[src/hw/rtl/rrpf_pkg.sv]
// Package for the rounded-rectangle pixel fill unit: widths, codes, geometry types
// and the helpers that build corner squares and boxes from the edge registers.
// No dependencies.
package rrpf_pkg;

   localparam int PIX_W       = 12;
   localparam int COLOR_W     = 8;
   localparam int RADIUS_W    = 8;
   localparam int MODE_W      = 2;
   localparam int CSR_IDX_W   = 3;
   localparam int CSR_DATA_W  = 12;
   localparam int COORD_W     = 14;
   localparam int DELTA_W     = RADIUS_W + 1;
   localparam int SQ_W        = 2 * RADIUS_W;
   localparam int NUM_CORNERS = 4;
   localparam int NUM_BOXES   = 3;

   localparam int CLIP_X_MAX = 1024;
   localparam int CLIP_Y_MAX = 768;

   localparam logic [COLOR_W-1:0] TRANSPARENT_INDEX = 8'd15;

   typedef enum logic [MODE_W-1:0] {
      MODE_BOX       = 2'd0,
      MODE_DISC      = 2'd1,
      MODE_ROUND4    = 2'd2,
      MODE_ROUND_TOP = 2'd3
   } shape_mode_type;

   typedef enum logic [CSR_IDX_W-1:0] {
      CSR_SHAPE_MODE      = 3'd0,
      CSR_FILL_COLOR      = 3'd1,
      CSR_LEFT_EDGE       = 3'd2,
      CSR_TOP_EDGE        = 3'd3,
      CSR_RIGHT_EDGE      = 3'd4,
      CSR_BOTTOM_EDGE     = 3'd5,
      CSR_CORNER_RADIUS   = 3'd6,
      CSR_BACKGROUND_MODE = 3'd7
   } csr_index_type;

   typedef enum logic [1:0] {
      CLS_OUTSIDE = 2'd0,
      CLS_SQUARE  = 2'd1,
      CLS_DISC    = 2'd2
   } corner_class_type;

   typedef logic signed [COORD_W-1:0] coord_type;

   typedef struct packed {
      logic      en;
      coord_type cx;
      coord_type cy;
      coord_type x0;
      coord_type x1;
      coord_type y0;
      coord_type y1;
   } corner_geom_type;

   typedef struct packed {
      logic      en;
      coord_type x0;
      coord_type x1;
      coord_type y0;
      coord_type y1;
   } box_geom_type;

   typedef struct packed {
      corner_geom_type [NUM_CORNERS-1:0] corner;
      box_geom_type [NUM_BOXES-1:0]      box;
      logic [SQ_W-1:0]                   rr;
      logic [COLOR_W-1:0]                fill_color;
      logic                              background_mode;
   } geom_type;

   // square around (cx,cy), clipped to the screen, both ends inclusive
   function automatic corner_geom_type make_corner(coord_type cx, coord_type cy,
                                                   coord_type r, coord_type clip_x,
                                                   coord_type clip_y);
      corner_geom_type g;
      g.en = 1'b1;
      g.cx = cx;
      g.cy = cy;
      g.x0 = cx - r;
      g.y0 = cy - r;
      g.x1 = cx + r;
      g.y1 = cy + r;
      if (g.x0 < 0) g.x0 = '0;
      if (g.y0 < 0) g.y0 = '0;
      if (g.x1 > clip_x) g.x1 = clip_x;
      if (g.y1 > clip_y) g.y1 = clip_y;
      return g;
   endfunction

   function automatic box_geom_type make_box(coord_type x0, coord_type x1,
                                             coord_type y0, coord_type y1);
      box_geom_type g;
      g.en = 1'b1;
      g.x0 = x0;
      g.x1 = x1;
      g.y0 = y0;
      g.y1 = y1;
      return g;
   endfunction

endpackage

[src/hw/rtl/rrpf_req_if.sv]
// Pixel request channel: valid/ready handshake carrying one pixel coordinate.
// Depends on rrpf_pkg.
interface rrpf_req_if;
   logic                        valid;
   logic                        ready;
   logic [rrpf_pkg::PIX_W-1:0]  pixel_x;
   logic [rrpf_pkg::PIX_W-1:0]  pixel_y;

   modport source (output valid, output pixel_x, output pixel_y, input ready);
   modport sink   (input valid, input pixel_x, input pixel_y, output ready);
endinterface

[src/hw/rtl/rrpf_rsp_if.sv]
// Pixel result channel: valid/ready handshake carrying the write decision for one pixel.
// Depends on rrpf_pkg.
interface rrpf_rsp_if;
   logic                          valid;
   logic                          ready;
   logic                          write_enable;
   logic [rrpf_pkg::COLOR_W-1:0]  pixel_color;
   logic [rrpf_pkg::PIX_W-1:0]    out_x;
   logic [rrpf_pkg::PIX_W-1:0]    out_y;

   modport source (output valid, output write_enable, output pixel_color, output out_x,
                   output out_y, input ready);
   modport sink   (input valid, input write_enable, input pixel_color, input out_x,
                   input out_y, output ready);
endinterface

[src/hw/rtl/rrpf_csr.sv]
// Configuration registers and the registered shape geometry derived from them.
// Depends on rrpf_pkg.
module rrpf_csr #(
   parameter int CLIP_X_MAX = rrpf_pkg::CLIP_X_MAX,
   parameter int CLIP_Y_MAX = rrpf_pkg::CLIP_Y_MAX
) (
   input  logic                              clock,
   input  logic                              reset,
   input  logic                              csr_wr_en,
   input  logic [rrpf_pkg::CSR_IDX_W-1:0]    csr_index,
   input  logic [rrpf_pkg::CSR_DATA_W-1:0]   csr_wr_data,
   output rrpf_pkg::geom_type                geom
);

   localparam rrpf_pkg::coord_type CLIP_X = rrpf_pkg::coord_type'(CLIP_X_MAX);
   localparam rrpf_pkg::coord_type CLIP_Y = rrpf_pkg::coord_type'(CLIP_Y_MAX);

   logic [rrpf_pkg::MODE_W-1:0]   shape_mode_ff;
   logic [rrpf_pkg::COLOR_W-1:0]  fill_color_ff;
   logic [rrpf_pkg::PIX_W-1:0]    left_edge_ff;
   logic [rrpf_pkg::PIX_W-1:0]    top_edge_ff;
   logic [rrpf_pkg::PIX_W-1:0]    right_edge_ff;
   logic [rrpf_pkg::PIX_W-1:0]    bottom_edge_ff;
   logic [rrpf_pkg::RADIUS_W-1:0] corner_radius_ff;
   logic                          background_mode_ff;

   rrpf_pkg::geom_type geom_in;
   rrpf_pkg::geom_type geom_ff;

   always_ff @(posedge clock) begin
      if (reset) begin
         shape_mode_ff      <= '0;
         fill_color_ff      <= '0;
         left_edge_ff       <= '0;
         top_edge_ff        <= '0;
         right_edge_ff      <= '0;
         bottom_edge_ff     <= '0;
         corner_radius_ff   <= '0;
         background_mode_ff <= 1'b0;
      end else if (csr_wr_en) begin
         case (rrpf_pkg::csr_index_type'(csr_index))
            rrpf_pkg::CSR_SHAPE_MODE: begin
               shape_mode_ff <= csr_wr_data[rrpf_pkg::MODE_W-1:0];
            end
            rrpf_pkg::CSR_FILL_COLOR: begin
               fill_color_ff <= csr_wr_data[rrpf_pkg::COLOR_W-1:0];
            end
            rrpf_pkg::CSR_LEFT_EDGE: begin
               left_edge_ff <= csr_wr_data[rrpf_pkg::PIX_W-1:0];
            end
            rrpf_pkg::CSR_TOP_EDGE: begin
               top_edge_ff <= csr_wr_data[rrpf_pkg::PIX_W-1:0];
            end
            rrpf_pkg::CSR_RIGHT_EDGE: begin
               right_edge_ff <= csr_wr_data[rrpf_pkg::PIX_W-1:0];
            end
            rrpf_pkg::CSR_BOTTOM_EDGE: begin
               bottom_edge_ff <= csr_wr_data[rrpf_pkg::PIX_W-1:0];
            end
            rrpf_pkg::CSR_CORNER_RADIUS: begin
               corner_radius_ff <= csr_wr_data[rrpf_pkg::RADIUS_W-1:0];
            end
            rrpf_pkg::CSR_BACKGROUND_MODE: begin
               background_mode_ff <= csr_wr_data[0];
            end
            default: begin
            end
         endcase
      end
   end

   always_comb begin
      rrpf_pkg::coord_type l;
      rrpf_pkg::coord_type t;
      rrpf_pkg::coord_type rt;
      rrpf_pkg::coord_type b;
      rrpf_pkg::coord_type r;
      rrpf_pkg::coord_type lr;
      rrpf_pkg::coord_type rr_x;
      rrpf_pkg::coord_type tr;
      rrpf_pkg::coord_type br;
      l    = rrpf_pkg::coord_type'({2'b00, left_edge_ff});
      t    = rrpf_pkg::coord_type'({2'b00, top_edge_ff});
      rt   = rrpf_pkg::coord_type'({2'b00, right_edge_ff});
      b    = rrpf_pkg::coord_type'({2'b00, bottom_edge_ff});
      r    = rrpf_pkg::coord_type'({6'b000000, corner_radius_ff});
      lr   = l + r;
      rr_x = rt - r;
      tr   = t + r;
      br   = b - r;

      geom_in                 = '0;
      geom_in.rr              = {8'b0, corner_radius_ff} * {8'b0, corner_radius_ff};
      geom_in.fill_color      = fill_color_ff;
      geom_in.background_mode = background_mode_ff;

      case (rrpf_pkg::shape_mode_type'(shape_mode_ff))
         rrpf_pkg::MODE_BOX: begin
            geom_in.box[0] = rrpf_pkg::make_box(l, rt, t, b);
         end
         rrpf_pkg::MODE_DISC: begin
            geom_in.corner[0] = rrpf_pkg::make_corner(l, t, r, CLIP_X, CLIP_Y);
         end
         rrpf_pkg::MODE_ROUND4: begin
            geom_in.corner[0] = rrpf_pkg::make_corner(lr, tr, r, CLIP_X, CLIP_Y);
            geom_in.corner[1] = rrpf_pkg::make_corner(rr_x, tr, r, CLIP_X, CLIP_Y);
            geom_in.corner[2] = rrpf_pkg::make_corner(lr, br, r, CLIP_X, CLIP_Y);
            geom_in.corner[3] = rrpf_pkg::make_corner(rr_x, br, r, CLIP_X, CLIP_Y);
            geom_in.box[0]    = rrpf_pkg::make_box(lr, rr_x, t, tr);
            geom_in.box[1]    = rrpf_pkg::make_box(l, rt, tr, br);
            geom_in.box[2]    = rrpf_pkg::make_box(lr, rr_x, br, b);
         end
         rrpf_pkg::MODE_ROUND_TOP: begin
            geom_in.corner[0] = rrpf_pkg::make_corner(lr, tr, r, CLIP_X, CLIP_Y);
            geom_in.corner[1] = rrpf_pkg::make_corner(rr_x, tr, r, CLIP_X, CLIP_Y);
            geom_in.box[0]    = rrpf_pkg::make_box(lr, rr_x, t, tr);
            geom_in.box[1]    = rrpf_pkg::make_box(l, rt, tr, b);
         end
         default: begin
         end
      endcase
   end

   // refreshed every cycle; box and corner tests read it at the input register, the color select at s3
   always_ff @(posedge clock) begin
      geom_ff <= geom_in;
   end

   assign geom = geom_ff;

endmodule

[src/hw/rtl/rrpf_corner.sv]
// One corner disc test: square hit and deltas, then squares, then radius compare.
// Depends on rrpf_pkg.
module rrpf_corner (
   input  logic                              clock,
   input  logic                              adv,
   input  logic [rrpf_pkg::PIX_W-1:0]        pixel_x,
   input  logic [rrpf_pkg::PIX_W-1:0]        pixel_y,
   input  rrpf_pkg::corner_geom_type         geom,
   input  logic [rrpf_pkg::SQ_W-1:0]         rr,
   output rrpf_pkg::corner_class_type        cls
);

   localparam int DW = rrpf_pkg::DELTA_W;
   localparam int SW = rrpf_pkg::SQ_W;
   localparam int RW = rrpf_pkg::RADIUS_W;

   rrpf_pkg::coord_type xs;
   rrpf_pkg::coord_type ys;
   rrpf_pkg::coord_type dx;
   rrpf_pkg::coord_type dy;

   logic          insq_in;
   logic [DW-1:0] dx_in;
   logic [DW-1:0] dy_in;
   logic          insq_ff;
   logic [DW-1:0] dx_ff;
   logic [DW-1:0] dy_ff;

   logic [DW-1:0] dx_neg;
   logic [DW-1:0] dy_neg;
   logic [RW-1:0] adx;
   logic [RW-1:0] ady;
   logic [SW-1:0] sqx_in;
   logic [SW-1:0] sqy_in;
   logic          insq2_ff;
   logic [SW-1:0] sqx_ff;
   logic [SW-1:0] sqy_ff;
   logic [SW:0]   dsq_sum;

   assign xs = rrpf_pkg::coord_type'({2'b00, pixel_x});
   assign ys = rrpf_pkg::coord_type'({2'b00, pixel_y});
   assign dx = xs - geom.cx;
   assign dy = ys - geom.cy;

   assign insq_in = geom.en && (xs >= geom.x0) && (xs <= geom.x1)
                    && (ys >= geom.y0) && (ys <= geom.y1);
   // inside the square both deltas are within +-radius
   assign dx_in = dx[DW-1:0];
   assign dy_in = dy[DW-1:0];

   always_ff @(posedge clock) begin
      if (adv) begin
         insq_ff <= insq_in;
         dx_ff   <= dx_in;
         dy_ff   <= dy_in;
      end
   end

   assign dx_neg = ~dx_ff + 1'b1;
   assign dy_neg = ~dy_ff + 1'b1;
   assign adx    = dx_ff[DW-1] ? dx_neg[RW-1:0] : dx_ff[RW-1:0];
   assign ady    = dy_ff[DW-1] ? dy_neg[RW-1:0] : dy_ff[RW-1:0];
   assign sqx_in = {{RW{1'b0}}, adx} * {{RW{1'b0}}, adx};
   assign sqy_in = {{RW{1'b0}}, ady} * {{RW{1'b0}}, ady};

   always_ff @(posedge clock) begin
      if (adv) begin
         insq2_ff <= insq_ff;
         sqx_ff   <= sqx_in;
         sqy_ff   <= sqy_in;
      end
   end

   assign dsq_sum = {1'b0, sqx_ff} + {1'b0, sqy_ff};

   always_comb begin
      if (!insq2_ff) begin
         cls = rrpf_pkg::CLS_OUTSIDE;
      end else if ({1'b0, rr} >= dsq_sum) begin
         cls = rrpf_pkg::CLS_DISC;
      end else begin
         cls = rrpf_pkg::CLS_SQUARE;
      end
   end

endmodule

[src/hw/rtl/rounded_rect_pixel_fill.sv]
// Rounded-rectangle pixel fill: top level with input stage, box tests, corner
// units and the output register. Depends on rrpf_pkg, rrpf_req_if, rrpf_rsp_if,
// rrpf_csr and rrpf_corner.
//
//   channel   dir  handshake          payload
//   req_if    in   valid / ready      pixel_x, pixel_y
//   rsp_if    out  valid / ready      write_enable, pixel_color, out_x, out_y
//   csr_*     in   csr_wr_en          csr_index, csr_wr_data
//
// One pixel per clock sustained unless the output stalls; four register stages
// (input register, square/box test, squares, radius compare into the output
// register).
// Synchronous active-high reset clears the valid bits and the configuration registers.
// The whole pipeline advances when the output register is empty or taken; a stall
// freezes every stage, so nothing is dropped or repeated.
module rounded_rect_pixel_fill #(
   parameter int CLIP_X_MAX = rrpf_pkg::CLIP_X_MAX,
   parameter int CLIP_Y_MAX = rrpf_pkg::CLIP_Y_MAX
) (
   input  logic                              clock,
   input  logic                              reset,
   rrpf_req_if.sink                          req_if,
   rrpf_rsp_if.source                        rsp_if,
   input  logic                              csr_wr_en,
   input  logic [rrpf_pkg::CSR_IDX_W-1:0]    csr_index,
   input  logic [rrpf_pkg::CSR_DATA_W-1:0]   csr_wr_data
);

   localparam int PW = rrpf_pkg::PIX_W;
   localparam int NC = rrpf_pkg::NUM_CORNERS;
   localparam int NB = rrpf_pkg::NUM_BOXES;

   rrpf_pkg::geom_type          geom;
   rrpf_pkg::corner_class_type  cls [NC];

   logic          adv;
   logic          s1_vld_ff;
   logic [PW-1:0] s1_x_ff;
   logic [PW-1:0] s1_y_ff;
   logic          s2_vld_ff;
   logic [PW-1:0] s2_x_ff;
   logic [PW-1:0] s2_y_ff;
   logic          s2_box_in;
   logic          s2_box_ff;
   logic          s3_vld_ff;
   logic [PW-1:0] s3_x_ff;
   logic [PW-1:0] s3_y_ff;
   logic          s3_box_ff;

   logic                          we_in;
   logic [rrpf_pkg::COLOR_W-1:0]  color_in;
   logic                          out_vld_ff;
   logic                          we_ff;
   logic [rrpf_pkg::COLOR_W-1:0]  color_ff;
   logic [PW-1:0]                 out_x_ff;
   logic [PW-1:0]                 out_y_ff;

   rrpf_csr #(
      .CLIP_X_MAX (CLIP_X_MAX),
      .CLIP_Y_MAX (CLIP_Y_MAX)
   ) u_csr (
      .clock       (clock),
      .reset       (reset),
      .csr_wr_en   (csr_wr_en),
      .csr_index   (csr_index),
      .csr_wr_data (csr_wr_data),
      .geom        (geom)
   );

   assign adv          = !out_vld_ff || rsp_if.ready;
   assign req_if.ready = adv;

   always_ff @(posedge clock) begin
      if (reset) begin
         s1_vld_ff  <= 1'b0;
         s2_vld_ff  <= 1'b0;
         s3_vld_ff  <= 1'b0;
         out_vld_ff <= 1'b0;
      end else if (adv) begin
         s1_vld_ff  <= req_if.valid;
         s2_vld_ff  <= s1_vld_ff;
         s3_vld_ff  <= s2_vld_ff;
         out_vld_ff <= s3_vld_ff;
      end
   end

   always_comb begin
      rrpf_pkg::coord_type xs;
      rrpf_pkg::coord_type ys;
      xs        = rrpf_pkg::coord_type'({2'b00, s1_x_ff});
      ys        = rrpf_pkg::coord_type'({2'b00, s1_y_ff});
      s2_box_in = 1'b0;
      for (int i = 0; i < NB; i++) begin
         if (geom.box[i].en && (xs >= geom.box[i].x0) && (xs <= geom.box[i].x1)
             && (ys >= geom.box[i].y0) && (ys <= geom.box[i].y1)) begin
            s2_box_in = 1'b1;
         end
      end
   end

   always_ff @(posedge clock) begin
      if (adv) begin
         s1_x_ff   <= req_if.pixel_x;
         s1_y_ff   <= req_if.pixel_y;
         s2_x_ff   <= s1_x_ff;
         s2_y_ff   <= s1_y_ff;
         s2_box_ff <= s2_box_in;
         s3_x_ff   <= s2_x_ff;
         s3_y_ff   <= s2_y_ff;
         s3_box_ff <= s2_box_ff;
         we_ff     <= we_in;
         color_ff  <= color_in;
         out_x_ff  <= s3_x_ff;
         out_y_ff  <= s3_y_ff;
      end
   end

   for (genvar g = 0; g < NC; g++) begin : g_corner
      rrpf_corner u_corner (
         .clock   (clock),
         .adv     (adv),
         .pixel_x (s1_x_ff),
         .pixel_y (s1_y_ff),
         .geom    (geom.corner[g]),
         .rr      (geom.rr),
         .cls     (cls[g])
      );
   end

   // box hits write first; in background mode the last corner square holding the pixel wins, else any disc writes
   always_comb begin
      rrpf_pkg::corner_class_type last;
      logic any_disc;
      last     = rrpf_pkg::CLS_OUTSIDE;
      any_disc = 1'b0;
      for (int i = 0; i < NC; i++) begin
         if (cls[i] != rrpf_pkg::CLS_OUTSIDE) last = cls[i];
         if (cls[i] == rrpf_pkg::CLS_DISC) any_disc = 1'b1;
      end
      we_in    = 1'b0;
      color_in = '0;
      if (s3_box_ff) begin
         we_in    = 1'b1;
         color_in = geom.fill_color;
      end else if (geom.background_mode) begin
         if (last == rrpf_pkg::CLS_DISC) begin
            we_in    = 1'b1;
            color_in = geom.fill_color;
         end else if (last == rrpf_pkg::CLS_SQUARE) begin
            we_in    = 1'b1;
            color_in = rrpf_pkg::TRANSPARENT_INDEX;
         end
      end else if (any_disc) begin
         we_in    = 1'b1;
         color_in = geom.fill_color;
      end
   end

   assign rsp_if.valid        = out_vld_ff;
   assign rsp_if.write_enable = we_ff;
   assign rsp_if.pixel_color  = color_ff;
   assign rsp_if.out_x        = out_x_ff;
   assign rsp_if.out_y        = out_y_ff;

endmodule
[src/flat_wrapper.sv]
// flat-port wrapper written by rule: the top's interface ports become plain ports
module rounded_rect_pixel_fill_flat 
#(
   parameter int CLIP_X_MAX = rrpf_pkg::CLIP_X_MAX,
   parameter int CLIP_Y_MAX = rrpf_pkg::CLIP_Y_MAX
)
  (clock, reset, csr_wr_en, csr_index, csr_wr_data, req_if_valid, req_if_pixel_x, req_if_pixel_y, req_if_ready, rsp_if_valid, rsp_if_write_enable, rsp_if_pixel_color, rsp_if_out_x, rsp_if_out_y, rsp_if_ready);
  rrpf_req_if req_if_i ();
  rrpf_rsp_if rsp_if_i ();
  input  logic clock;
  input  logic reset;
  input  logic csr_wr_en;
  input  logic [rrpf_pkg::CSR_IDX_W-1:0] csr_index;
  input  logic [rrpf_pkg::CSR_DATA_W-1:0] csr_wr_data;
  input wire logic [$bits(req_if_i.valid)-1:0] req_if_valid;
  input wire logic [$bits(req_if_i.pixel_x)-1:0] req_if_pixel_x;
  input wire logic [$bits(req_if_i.pixel_y)-1:0] req_if_pixel_y;
  output wire logic [$bits(req_if_i.ready)-1:0] req_if_ready;
  output wire logic [$bits(rsp_if_i.valid)-1:0] rsp_if_valid;
  output wire logic [$bits(rsp_if_i.write_enable)-1:0] rsp_if_write_enable;
  output wire logic [$bits(rsp_if_i.pixel_color)-1:0] rsp_if_pixel_color;
  output wire logic [$bits(rsp_if_i.out_x)-1:0] rsp_if_out_x;
  output wire logic [$bits(rsp_if_i.out_y)-1:0] rsp_if_out_y;
  input wire logic [$bits(rsp_if_i.ready)-1:0] rsp_if_ready;
  assign req_if_i.valid = req_if_valid;
  assign req_if_i.pixel_x = req_if_pixel_x;
  assign req_if_i.pixel_y = req_if_pixel_y;
  assign req_if_ready = req_if_i.ready;
  assign rsp_if_valid = rsp_if_i.valid;
  assign rsp_if_write_enable = rsp_if_i.write_enable;
  assign rsp_if_pixel_color = rsp_if_i.pixel_color;
  assign rsp_if_out_x = rsp_if_i.out_x;
  assign rsp_if_out_y = rsp_if_i.out_y;
  assign rsp_if_i.ready = rsp_if_ready;
  rounded_rect_pixel_fill #(.CLIP_X_MAX(CLIP_X_MAX), .CLIP_Y_MAX(CLIP_Y_MAX)) u_core (.clock(clock), .reset(reset), .req_if(req_if_i), .rsp_if(rsp_if_i), .csr_wr_en(csr_wr_en), .csr_index(csr_index), .csr_wr_data(csr_wr_data));
endmodule
[config.mk]
export PLATFORM = sky130hd
export DESIGN_NAME = rounded_rect_pixel_fill_flat
export DESIGN_NICKNAME = d
export VERILOG_FILES = /design/src/hw/rtl/rrpf_pkg.sv /design/src/hw/rtl/rrpf_req_if.sv /design/src/hw/rtl/rrpf_rsp_if.sv /design/src/hw/rtl/rrpf_csr.sv /design/src/hw/rtl/rrpf_corner.sv /design/src/hw/rtl/rounded_rect_pixel_fill.sv /design/src/flat_wrapper.sv
export SDC_FILE = /design/constraint.sdc
export NUM_CORES = 2
export LEC_CHECK = 0
export BUFFER_PORTS_ARGS = -buffer_cell sky130_fd_sc_hd__buf_4
export CORE_MARGIN = 2
export CORE_UTILIZATION = 48
export CTS_CLUSTER_SIZE = 10
export DETAILED_ROUTE_END_ITERATION = 16
export PLACE_DENSITY_LB_ADDON = 0.12
export SLEW_MARGIN = 10
export SYNTH_ARGS = -nofsm -noshare
export SYNTH_HDL_FRONTEND = slang
export SYNTH_SLANG_ARGS = --single-unit
[constraint.sdc]
create_clock -name clock -period 7.03 [get_ports clock]
set_input_delay 0.3515 -clock clock [delete_from_list [all_inputs] [get_ports clock]]
set_output_delay 0.3515 -clock clock [all_outputs]
set_load 0.005 [all_outputs]
==> out/metrics.yaml <==
sta:
  rsz0062_at_grt: "no"
  period_share_pct: 87.07
  min_period_ps: 6121
  finalHoldViolCount: 0
  setup_viol: 0
  relSlewSlack_pct: 30.53
  final.setup.worst_slack_ps: 909.2
  finalMaxSlewViolations: 0
  finClkSkew_ps: 64.41
  max_freq_mhz: 163.4
  finalSetupTns_ps: 0
  max_slew.worst_pin.slew_ps: 1042
route:
  viasPerCell: 5.265
  drt-total-wl_mm: 140.8
  postRouteAntennaNets: 0
  drt_iter0_drc: 2640
  wl_per_cell_um: 18.64
  drc: 0
  first_pass_iters: 6
  vias: 39760
clock_tree:
  insertion_delay_ps: 700
  ctsHtreeMaxLevel: 3
  path_clk_slew_ps: 60
  cts_sinks: 759
  clockBufferDepth: 3
  cts_tree: "built"
  numCtsBuffers: 92
  root_buffer: "clkbuf_16"
synthesis:
  synth_cells: 5817
  synth_area_leader_cell: "ha_1"
  yosys_warnings: 0
  yosys-top-cells-area: "ha_1, dfxtp_1, edfxtp_1"
  synthArstFlopShare_pct: 0
  synth-seq-area-share_pct: 33.16
  synth_cell_types: 97
  yosysTopAreaCellShare_pct: 19.01
  synth_edf_count: 283
  yosys_most_used_dff: "dfxtp_1"
  synth-seq-cells: 759
  synth.most_common_cell: "inv_1"
  synth_area_per_cell_um2: 9.346
  syn-cell-area_um2: 54360
  synthTopCellsByCount: "inv_1, ha_1, nor2_1"
power:
  powerDensity_nw_per_um2: 408.1
  power_leakage_nw: 27.13
  total_power_mw: 24.54
  peakVddDrop_uv: 391.4
setup_path:
  cp_slowest_stage_delay_ps: 520
  crit_required_ps: 7440
  cpMostUsedCell: "inv_1"
  critPathSlowestCell: "fa_1"
  setup.worst_path.start_class: "register"
  cpLargestDelayFamily: "adder cells"
  cp_max_fo: 9
  critical_path_arrival_ps: 6530
  crit_buf_inv: 6
  r2r_slack_ps: 910
  worstSetupPathType: "register to register"
  end_kind: "register"
floorplan:
  initial_core_util_pct: 48.39
  pin_count: 79
  fp.dieArea_um2: 116000
  num_rows: 123
  core_area_um2: 112300
  dieHeight_um: 340.5
  die_w_um: 340.5
cells_and_area:
  antennaDiodeCount: 0
  area_growth_pct: 10.60
  layout.cells.non_filler: 7552
  layout-drive-gt1-share_pct: 5.288
  nets: 7088
worst_hold_path:
  holdCritPathClass: "input port to register"
global_routing:
  grt_pass1_vias: 38680
  grt_max_degree: 166
  grtUsageTotal_pct: 24.25
  grt_pass1_wl_mm: 218.5
  antenna_found_initial: 2
  overflow: 0
placement:
  pre_cts_ws_ps: 963.8
  port_buffers: 78
  dp_cells: 7361
  hpwl_mm: 105.7
  gp_congestion: 0.9096
status:
  status: "completed"
run:
  cap_viol_max_count: 0
-- where the power goes --
group	internal (mW)	leakage (nW)	switching, mW
clock	2.61	1.37	1.91
combinational	6.43	18.9	7.61
sequential	5.72	6.89	0.265
total	14.8	27.1	9.79
-- logic make-up after synthesis --
family                     synth area share [%]
and+or+nand+nor                           13.29
adders and majority gates                 27.33
AOI/OAI and AO/OA                         12.31
buffers and inverters                     7.015
DFF                                       33.16
xor gates and xnor gates                  6.513
muxes                                    0.3728
other                                  0.006898
-- worst reg2reg max path, cell delays in order (launching register included) --
cell      delay, ps
edfxtp_1        400
clkinv_1        270
ha_1            290
nand2_1          80
nand2_1          70
xnor2_1         320
inv_1           200
nor2_1          230
inv_1            90
fa_1            410
inv_1            70
fa_1            410
ha_1            290
inv_1            50
fa_1            520
inv_1            40
ha_1            330
a21o_1          190
a21oi_1         200
o21bai_1         90
a21oi_1         210
nor2b_1          80
o21a_1          180
o21a_1          180
o21a_1          180
o41a_1          320
xor2_1          140
-- layout make-up --
| type | count | area, um^2 |
|---|---|---|
| clock buffer | 133 | 2517 |
| clock inverter | 21 | 319.1 |
| fill | 10350 | 52220 |
| inverter | 895 | 3367 |
| multi-input combinational | 4066 | 32580 |
| sequential | 759 | 18030 |
| tap | 1500 | 1877 |
| timing repair buffer | 178 | 1441 |
-- what timing repair did --
action | in CTS | in global routing
hold buffers | 37 | 0
buffers inserted | 0 | 0
endpoints found under the hold margin | 92 | 0
resized for setup | 0 | 0
-- routing by layer --
layer,global-route usage [%],routed length [um]
met5,0,13
met3,2.969,6516
met1,33.71,65800
met2,39.56,64160
met4,7.315,4293
-- through the flow --
step / area (um^2) / hold slack (ps) / utilization, %
finish: 60130 / 62.42 / 53.52
global placement: 56920 / 333.2 / 50.67
detailed placement: 56920 / 340.2 / 50.67
CTS: 60130 / 18.38 / 53.52
global route: 60130 / 88.21 / 53.52
floorplan: 54410 / 330.5 / -
-- flip-flops by register name, indices dropped and copies added, names as in the netlist, 27 cells and up --
register	flops
u_core.g_corner.u_corner.sqx_ff	60
u_core.g_corner.u_corner.sqy_ff	45
u_core.u_csr.geom	405
u_core.g_corner.u_corner.dx_ff	36
u_core.g_corner.u_corner.dy_ff	27
-- cells in the final DEF, fill, tap and decap left out, drive strengths merged, types with 33 or more instances in the layout --
cell type    netlist  routed
nor2             556     556
fa               226     226
xnor2            263     263
xor2             137     137
nand2            396     396
inv              886     890
a21o             144     144
a21oi            337     337
clkbuf            83     133
o22ai             45      45
nand4             38      38
nand2b            93      93
dfxtp            476     476
nor3             110     110
nor2b            115     115
o21a              87      87
buf               27     141
ha               826     826
nand3             50      50
and2              56      56
o21ai            183     183
dlygate4sd3        0      37
edfxtp           283     283
o21bai            51      51
or3               33      33
-- worst paths after layout --
kind	startpoint	to	cells past startpoint
hold / removal	csr_index[1]	u_core.u_csr.background_mode_ff	4
setup / recovery	u_core.g_corner[0].u_corner.dx_ff[0]	u_core.g_corner[0].u_corner.sqx_ff[15]	26
setup reg to reg	u_core.g_corner[0].u_corner.dx_ff[0]	u_core.g_corner[0].u_corner.sqx_ff[15]	26
hold reg to reg	u_core.u_csr.fill_color_ff[7]	u_core.u_csr.geom[8]	0
Power figures use the tool's default switching activity.
